<file path="src/rtl/core/bpa_ram.sv">
// Simple dual-port synchronous RAM with registered read data.
`default_nettype none

module bpa_ram #(
   parameter int WIDTH = 8,
   parameter int DEPTH = 128
) (
   input  wire logic                     clock,
   input  wire logic                     we,
   input  wire logic [$clog2(DEPTH)-1:0] waddr,
   input  wire logic [WIDTH-1:0]         wdata,
   input  wire logic [$clog2(DEPTH)-1:0] raddr,
   output logic      [WIDTH-1:0]         rdata
);

   logic [WIDTH-1:0] mem [DEPTH];

   // One write and one registered read per cycle.
   always_ff @(posedge clock) begin
      if (we) begin
         mem[waddr] <= wdata;
      end
      rdata <= mem[raddr];
   end

endmodule

`default_nettype wire

</file>
<file path="config.mk">
export PLATFORM = sky130hd
export DESIGN_NAME = bpa_ram
export DESIGN_NICKNAME = d
export VERILOG_FILES = /design/src/rtl/core/bpa_ram.sv
export SDC_FILE = /design/constraint.sdc
export NUM_CORES = 1
export LEC_CHECK = 0
export BUFFER_PORTS_ARGS = -buffer_cell sky130_fd_sc_hd__clkbuf_2
export CAP_MARGIN = 5
export CORE_MARGIN = 2
export CORE_UTILIZATION = 57
export CTS_CLUSTER_SIZE = 20
export DETAILED_ROUTE_END_ITERATION = 16
export PLACE_DENSITY = 0.84
export SLEW_MARGIN = 20
export SYNTH_ARGS = -nofsm -noshare
export SYNTH_HDL_FRONTEND = slang
export SYNTH_SLANG_ARGS = --single-unit
</file>
<file path="constraint.sdc">
create_clock -name clock -period 2.8 [get_ports clock]
set_input_delay 0 -clock clock [delete_from_list [all_inputs] [get_ports clock]]
set_output_delay 0 -clock clock [all_outputs]
set_load 0.03 [all_outputs]
</file>
==> results_dict.tcl <==
set metrics [dict create \
    whs_ps -89.0 \
    multi_input_area_um2 8350 \
    period_needed_ps 2610 \
    final-seq-area_um2 30900 \
    yosys_warnings 0 \
    worstPathRequired_ps 3360 \
    syn_area_um2 39700 \
    drive_gt1_frac 0.351 \
    area_growth_pct 14.6 \
    synth_cell_types 17 \
    grt-ovfl-total 0 \
    die_h_um 268 \
    seqPwrFrac 0.531 \
    timing.setup.tns_ps 0 \
    rrSetupSlack_ps 190 \
    clock_skew_ps 25.6 \
    top_layer "met5" \
    intPower_uw 25300 \
    ys_ff_latch 1032 \
    drv_cap 0 \
    clock-sinks 1032 \
    htreeDepth 3 \
    core_um2 68700 \
    max_freq_mhz 384 \
    cts_tree "done" \
    dp_cells 2678 \
    drc_errors 0 \
    outcome "finished with violations" \
    gr-usage-all-layers 0.301 \
    endpoint_kind "register" \
    switching_share 0.215 \
    fillers 3929 \
    clock_path_buffers 3 \
    antenna_found_initial 5 \
    insertion_delay_ps 680 \
    firstDrtPassIters 6 \
    numCtsBuffers 93 \
    violations "hold timing" \
    final_cell_mix "edfxtp_1, mux4_2, buf_4" \
    period_share 0.931 \
    drt_iter0_drc 3382 \
    routed_wl_mm 105 \
    vias 20035 \
    clk_pin_slew_ps 70 \
    netlist_top_cells_area "edfxtp_1, mux4_2, nor2_1" \
    dieArea_um2 71700 \
    stdcell_count 2858 \
    p_comb_frac 0.055 \
    rsz0062_at_grt "no" \
    synth_top_cell_by_area "edfxtp_1" \
    synth_fp_nets 1659 \
    p_leak_uw 0.0143 \
    cts_resized 0 \
    yosysTopAreaCellShare 0.775 \
    ir_drop_uv 788 \
    grt_max_degree 120 \
    hold_class "input port to register" \
    relSlewSlack 0.229 \
    synth_cells 1635 \
    wl_per_cell_um 36.8 \
    nets 1872 \
    rows 96 \
    pin_count 32 \
    post-cts-setup-buffers 0 \
    final_common_cell "edfxtp_1" \
    crit_fanout 1 \
    ys_seq_area_frac 0.779 \
    hold_viol_final 24 \
    place.gp.congestion 0.825 \
    viasPerCell 7.01 \
    critPathArrivalTime_ps 3170 \
    start_kind "register" \
    power_frac_clock 0.414 \
    cts_hold_buf 4 \
    slew_viol_final 0 \
    grt_pass1_vias 20471 \
    initial_core_util 0.577 \
    numPortBuffers 31 \
    wl_met1_mm 33.7 \
    p_sw_uw 6930 \
    met2WireLength_mm 53.4 \
    hpwlAfterDp_mm 57.0 \
    ant_nets 0 \
    worstMarginPinSlew_ps 1160 \
    avgSynthCellArea_um2 24.3 \
    powerDensity_nw_per_um2 709 \
    timing_worst_setup_path_type "register to register" \
    met3_length_mm 11.8 \
    grt_pass1_wl_mm 150 \
    clock-root-buffer "clkbuf_16" \
    die_w_um 268 \
    setup_viol 0 \
]
## registers in the layout (all words and copies together), names as in the netlist
name / flops
rdata: 8
mem: 1024
## kinds of logic after synthesis
group	share of synthesized area
buf+inv	0.0101
flops	0.779
mux	0.193
simple gates	0.0176
## worst max-delay path, cell delays in order (launching register included)
cell	delay, ps
edfxtp_1	470
mux4_2	580
mux4_2	570
mux4_2	560
mux2_2	310
## layer usage
metal / vias to the layer above / track usage
li1: 7440 / -
met1: 10424 / 0.381
met2: 1759 / 0.501
met3: 406 / 0.0683
met4: 6 / 0.147
met5: - / 0
## through the flow
stage               hold slack, ps  area, um2  total power (uW)  setup slack [ps]  utilization
floorplan                     98.9      39700             18300               296            -
global placement               477      42200             19000              81.4        0.614
detailed placement             474      42200             19100              61.2        0.614
CTS                           22.3      45400             32300               239        0.661
global route                  8.73      45400             32800               214        0.661
finish                       -89.0      45500             32200               193        0.662
## cell type report
cell class                 instances  share of cell area
clock inverter                    57              0.0165
clock buffer                     115              0.0530
tap                              931              0.0256
antenna                            2            0.000110
sequential                      1032               0.680
timing repair buffer             207              0.0409
multi-input combinational        514               0.184
## synth_stat cells, drive strengths merged
master	n
edfxtp	1024
mux4	336
nor2	122
buf	45
clkbuf	44
nand2	14
nand3	12
nor3	9
dfxtp	8
mux2	8
nor2b	7
nand4	3
nand2b	2
or3	1
## final timing paths
path	endpoint	startpoint	cells after the start
min	mem[90][1]	wdata[1]	1
max reg2reg	rdata[4]	mem[14][4]	4
max	rdata[4]	mem[14][4]	4
min reg2reg	rdata[6]	mem[46][6]	4
## power by group through the flow
| stage | Combinational [uW] | Sequential [uW] | Clock, uW |
|---|---|---|---|
| after floorplan | 863 | 17400 | 0 |
| after global placement | 1610 | 17400 | 0 |
| after detailed placement | 1670 | 17400 | 0 |
| after CTS | 1730 | 17100 | 13400 |
| after global routing | 1810 | 17100 | 13900 |
| final | 1760 | 17100 | 13300 |
No activity file was read; power rests on OpenSTA's default activity.
