`src/rtl/core/bpa_pkg.sv`:
```
// Package with constants, codes and shared types of the bitmap page allocator.
`default_nettype none

package bpa_pkg;

   // Geometry of the page store.
   localparam int NUM_PAGES   = 1024;
   localparam int PAGE_W      = 10;
   localparam int BYTE_W      = 7;
   localparam int NUM_BYTES   = NUM_PAGES / 8;
   localparam int REF_BIT     = 4;
   localparam int SHARE_BIT   = 8;
   localparam int MAX_RUN     = 64;
   localparam int COUNT_W     = 7;
   localparam int FLAGS_W     = 16;
   localparam int REFS_W      = 16;
   localparam int FREE_W      = 11;
   localparam int LINKS_W     = 32;
   localparam int CSR_IDX_W   = 2;

   localparam logic [FLAGS_W-1:0] MARK_MASK =
      FLAGS_W'((1 << REF_BIT) | (1 << SHARE_BIT));
   localparam logic [REFS_W-1:0]  REFS_MAX   = '1;
   localparam logic [FREE_W-1:0]  IN_USE_MAX = '1;
   localparam logic [LINKS_W-1:0] LINKS_MAX  = '1;

   // Command codes.
   localparam logic [1:0] CMD_ALLOC   = 2'd0;
   localparam logic [1:0] CMD_TAKE    = 2'd1;
   localparam logic [1:0] CMD_RELEASE = 2'd2;
   localparam logic [1:0] CMD_NONE    = 2'd3;

   // Status codes.
   localparam logic [1:0] STATUS_OK       = 2'd0;
   localparam logic [1:0] STATUS_NO_RUN   = 2'd1;
   localparam logic [1:0] STATUS_OUT_ZONE = 2'd2;

   // Configuration register indexes.
   localparam logic [CSR_IDX_W-1:0] CSR_ZONE_FIRST = 2'd0;
   localparam logic [CSR_IDX_W-1:0] CSR_ZONE_LAST  = 2'd1;

   // Outcome of the take or release rule on one page.
   typedef struct packed {
      logic [FLAGS_W-1:0] attr;
      logic [REFS_W-1:0]  refs;
      logic               set_used;
      logic               clr_used;
      logic               in_use_inc;
      logic               in_use_dec;
      logic               links_inc;
      logic               links_dec;
   } page_upd_type;

endpackage

`default_nettype wire

```
`src/rtl/core/bpa_page_rule.sv`:
```
// Take and release rules applied to one page entry.
`default_nettype none

module bpa_page_rule import bpa_pkg::*; (
   input  wire logic               release_op,
   input  wire logic [FLAGS_W-1:0] attr,
   input  wire logic [REFS_W-1:0]  refs,
   input  wire logic [FLAGS_W-1:0] flags,
   output page_upd_type            upd
);

   logic [REFS_W-1:0] refs_up;
   logic [REFS_W-1:0] refs_dn;

   assign refs_up = (refs != REFS_MAX) ? refs + REFS_W'(1) : refs;
   assign refs_dn = (refs != '0) ? refs - REFS_W'(1) : refs;

   always_comb begin
      upd = '0;
      upd.attr = attr;
      upd.refs = refs;
      if (!release_op) begin
         // Take: first use, shared add-reference, or attribute merge.
         if (attr == '0) begin
            upd.attr       = flags;
            upd.refs       = refs_up;
            upd.set_used   = 1'b1;
            upd.in_use_inc = 1'b1;
            upd.links_inc  = 1'b1;
         end else if (((attr | flags) & MARK_MASK) != '0) begin
            upd.attr      = attr | flags;
            upd.refs      = refs_up;
            upd.links_inc = 1'b1;
         end else begin
            upd.attr     = attr | flags;
            upd.set_used = 1'b1;
         end
      end else if (attr != '0) begin
         // Release: drop a reference of a marked page, else free it.
         if ((attr & MARK_MASK) != '0) begin
            upd.refs      = refs_dn;
            upd.links_dec = 1'b1;
            if (refs_dn == '0) begin
               upd.attr       = '0;
               upd.in_use_dec = 1'b1;
            end
         end else begin
            upd.attr       = '0;
            upd.refs       = '0;
            upd.clr_used   = 1'b1;
            upd.in_use_dec = 1'b1;
            upd.links_dec  = 1'b1;
         end
      end
   end

endmodule

`default_nettype wire

```
`config.mk`:
```
export PLATFORM = sky130hd
export DESIGN_NAME = bpa_page_rule
export DESIGN_NICKNAME = d
export VERILOG_FILES = /design/src/rtl/core/bpa_pkg.sv /design/src/rtl/core/bpa_page_rule.sv
export SDC_FILE = /design/constraint.sdc
export NUM_CORES = 1
export LEC_CHECK = 0
export BUFFER_PORTS_ARGS = -buffer_cell sky130_fd_sc_hd__buf_4
export CORE_ASPECT_RATIO = 0.6
export CORE_UTILIZATION = 42
export DETAILED_ROUTE_END_ITERATION = 7
export PLACE_DENSITY = 0.8
export REMOVE_ABC_BUFFERS = 1
export SYNTH_ARGS = -nofsm -noshare
export SYNTH_HDL_FRONTEND = slang
export SYNTH_SLANG_ARGS = --single-unit
```
`constraint.sdc`:
```
create_clock -name vclk -period 2.9
set_input_delay 0.435 -clock vclk [all_inputs]
set_output_delay 0.435 -clock vclk [all_outputs]
set_load 0.05 [all_outputs]
```
==> results of run 1 <==
[metal layers]
layer,track usage [%],overflow
met1,64.67,1
met2,93.62,11
met3,45.05,1
met4,81.09,8
met5,15.00,0
[Yosys cell counts (3+ instances only)]
master / instances / share of area (%)
xnor2_1: 5 / 2.9
nand3_1: 17 / 5.7
o221ai_1: 3 / 1.8
and3_1: 7 / 2.9
buf_2: 5 / 1.7
a21o_1: 3 / 1.5
or4_4: 3 / 2.3
clkbuf_1: 10 / 2.5
inv_1: 10 / 2.5
nor2_1: 27 / 6.8
nor3_1: 12 / 4.0
a211oi_1: 3 / 1.5
xor2_1: 3 / 1.8
nand4_1: 5 / 2.1
nor4_1: 6 / 2.5
nand2_1: 21 / 5.3
a21oi_1: 28 / 9.4
o21ai_0: 13 / 4.3
nor2b_1: 3 / 1.3
nor2_2: 10 / 4.2
o22ai_1: 3 / 1.3
[logic make-up after synthesis]
| logic type | share of synthesized area [%] |
|---|---|
| muxes | 2.089 |
| xor gates and xnor gates | 4.679 |
| and+or+nand+nor | 49.37 |
| buffers and inverters | 10.19 |
| adders and majority gates | 1.671 |
| AOI/OAI and AO/OA | 32.00 |
[through the flow]
stage / worst slack [ns] / util (%)
after floorplan: -0.9131 / -
after CTS: -0.3304 / 90.06
after detailed placement: -0.4200 / 76.43
after global placement: -0.4256 / 76.43
[repair_timing]
action | in CTS
setup buffers | 17
gates cloned | 1
resized for setup | 69
setup endpoints to repair | 21
pin swaps | 16
==> impl_metrics.ini, run 1 <==
[run_status]
status = aborted with a tool error
failed_stage = global routing (5_1_grt)
error = [ERROR GRT-0232] Routing congestion too high. Check the congestion heatmap in the GUI.

[floorplan]
initial_core_util_pct = 45.07
dieHeight_um = 48.26
rows = 16
die_w_um = 79.09
num_io_pins = 87

[sta]
endpoint_type = primary output
grt_repair_worst_endpoint = upd[23]

[logic_synthesis]
avgSynthCellArea_sq_um = 6.064
synthCells = 247
ys.warnings.count = 0
synthDistinctLibCells = 59
synth_area_sq_um = 1498
synth_seq_area_share_pct = 0

[placed_design]
place.gp.congestion = 0.9738
placed_area_sq_um = 2540
dp_hpwl_mm = 5.382
port_buffers = 87
dp.cells = 417

[clocking]
hold_buffers = 0

[global_route]
grt-ovfl-total = 21
grt_max_degree = 23
grt_usage_pct = 67.55
==> inputs of run 2 (changes only) <==
--- a/config.mk
+++ b/config.mk
@@ -6,10 +6,9 @@
 export NUM_CORES = 1
 export LEC_CHECK = 0
 export BUFFER_PORTS_ARGS = -buffer_cell sky130_fd_sc_hd__buf_4
-export CORE_ASPECT_RATIO = 0.6
-export CORE_UTILIZATION = 42
+export CORE_UTILIZATION = 40
 export DETAILED_ROUTE_END_ITERATION = 7
-export PLACE_DENSITY = 0.8
+export PLACE_DENSITY_LB_ADDON = 0.15
 export REMOVE_ABC_BUFFERS = 1
 export SYNTH_ARGS = -nofsm -noshare
 export SYNTH_HDL_FRONTEND = slang
==> constraint.sdc (replaced) <==
create_clock -name vclk -period 3.8
set_input_delay 0.57 -clock vclk [all_inputs]
set_output_delay 0.57 -clock vclk [all_outputs]
set_load 0.05 [all_outputs]
==> run 2 against run 1 <==
Effect of this change:
- the run now ends clean
- synthesized area did not move
- synthesized cell count did not move
==> impl_metrics.ini, run 2 <==
[run_status]
status = finished clean

[logic_synthesis]
synth_top_family_by_area = simple AND/OR/NAND/NOR gates
synthTopCellsByCount = a21oi_1 (28), nor2_1 (27), nand2_1 (21)
avgSynthCellArea_sq_um = 6.064
yosysMostFrequentCell = a21oi_1
synth-compound-area-share_pct = 32.00
synthCells = 247
synth_xor_area_share_pct = 4.678
synth_area_leaders = a21oi_1 (9.4%), nor2_1 (6.8%), nand3_1 (5.7%), nand2_1 (5.3%), o21ai_0 (4.3%)
yosysTopAreaCell = a21oi_1
ys.warnings.count = 0
synthAdderAreaFrac_pct = 1.671
yosys.area_share.simple_pct = 49.37
synthDistinctLibCells = 59
muxShareOfSynthArea_pct = 2.089
synth_area_sq_um = 1498
yosysTopAreaCellShare_pct = 9.357
synth_seq_area_share_pct = 0

[global_route]
grt-ovfl-total = 0
grt_pass1_vias = 1952
grt_usage_pct = 27.93
grt_antenna_before_repair = 0
grt_max_degree = 23
grt_pass1_wl_mm = 9.246

[power_and_ir_drop]
max-vdd-ir-drop_uv = 80.05
p_leak_nw = 0.9743
p_per_area_nw_per_um2 = 149.6

[sta]
min_period_over_period_pct = 96.45
drv_slew = 0
period_needed_ns = 3.665
finalSetupTns_ns = 0
hold_viol_final = 0
slew_headroom_pct = 54.22
finalSetupViolCount = 0
worstMarginPinSlew_ns = 0.6860
max_freq_mhz = 272.8
rsz0062_at_grt = no

[floorplan]
coreArea_sq_um = 3468
rows = 21
die_w_um = 63.19
initial_core_util_pct = 43.18
dieHeight_um = 63.19
num_io_pins = 87
die-area_sq_um = 3993

[setup_path]
startpoint_type = input port
cpMaxStageDelayCell = or4b_4
required_ns = 3.23
critPathArrivalTime_ns = 3.10
path_max_fanout = 15
crit_chain = buf_4, inv_1, ha_2, or4b_4, nor2_2, or4_4, xnor2_1, or4_4, o31ai_4, buf_12, nor2_1, buf_4
critical-path-max-stage-delay_ns = 0.52
crit_type = input port to output port
end_kind = output port

[layout]
nNetsFinal = 378
seq_area_sq_um = 0
seq_cell_count = 0
final_cell_mix = buf_4 (97), a21oi_1 (28), nor2_1 (27)
area_growth_pct = 47.20
layout-drive-gt1-share_pct = 38.77
insertedDiodeCount = 0
final_core_util_pct = 63.56
multi_input_comb_area_sq_um = 1361
finalNonFillerCells = 371
mostFrequentLayoutCell = buf_4
n_fill_cell = 365
nClkBuffers = 0

[routing]
drt_iter0_drc = 177
drt-vias-per-instance = 6.084
ant_nets = 0
post-route-drc-count = 0
wl_per_cell_um = 15.67
drt_wl_total_mm = 5.814
firstDrtPassIters = 5
via_count = 2257

[min_path]
hold-path-cell-count = 4
holdPathEnd = upd[27]
min_from = attr[5]
hp-class = input port to output port

[placed_design]
place.gp.congestion = 0.9594
dp.cells = 370
dp_hpwl_mm = 4.535
port_buffers = 87

[clocking]
hold_buffers = 0

[flow_run]
cap_violations = 0
==> run 2: cell counts after synthesis <==
Identical to the previous run, type by type.
==> run 2: final cells by class <==
class | count | share of cell area (%)
multi-input cells | 217 | 61.75
well taps | 46 | 2.611
inverters | 10 | 1.703
repair buffers | 98 | 33.94
==> run 2: how the worst max path moves through the flow <==
stage            start  slack (ns)  cells after the start      end
2_1_floorplan  refs[0]       -0.28                      9  upd[22]
3_3_place_gp   refs[0]        0.14                     12  upd[24]
4_1_cts        refs[0]        0.02                     12  upd[24]
6_report       refs[0]        0.13                     12  upd[23]
5_1_grt        refs[0]       0.007                     12  upd[24]
3_5_place_dp   refs[0]        0.03                     12  upd[24]
==> run 2: report_power, final <==
group | internal (mW) | switching, mW | total [mW]
Combinational | 0.115 | 0.215 | 0.330
Sequential | 0 | 0 | 0
Clock | 0 | 0 | 0
==> run 2: cells by family (layout without fill, tap and decap cells) <==
logic type      count (synthesis)  count (layout)
simple gates                  130             130
xor+xnor                        8               8
fa+ha+maj                       2               2
mux                             3               3
compound gates                 74              74
buf+inv                        30             108
==> run 2: critical path, delay by kind of cell <==
family / cells / cell delay (ns)
compound gates: 1 / 0.29
xor+xnor: 1 / 0.06
fa+ha+maj: 1 / 0.23
buf+inv: 4 / 0.62
simple gates: 5 / 1.31
==> run 2: routing by layer <==
layer  vias up  wire [um]  part of all wire (%)  global-route usage [%]
met5         -          0                     0                       0
met4         0        170                   2.9                   5.966
met3        24        614                    11                   3.623
met1      1005       2284                    39                   36.61
met2       146       2744                    47                   48.25
li1       1082          -                     -                       -
==> run 2: repair_timing <==
| item | in CTS | in global routing |
|---|---|---|
| buffers inserted | 0 | 1 |
| setup endpoints to repair | 0 | 17 |
| gates resized for setup | 0 | 3 |
==> run 2: per-stage QoR <==
stage | setup WS [ns] | instance area, sq um | power, mW | hold slack [ns]
floorplan | -0.2831 | 1383 | 0.1908 | 1.315
global placement | 0.1435 | 2181 | 0.3234 | 1.521
detailed placement | 0.02704 | 2181 | 0.3247 | 1.523
CTS | 0.02396 | 2181 | 0.3256 | 1.523
global route | 0.006876 | 2205 | 0.3480 | 1.540
finish | 0.1347 | 2205 | 0.3298 | 1.525
Power figures use the tool's default switching activity.
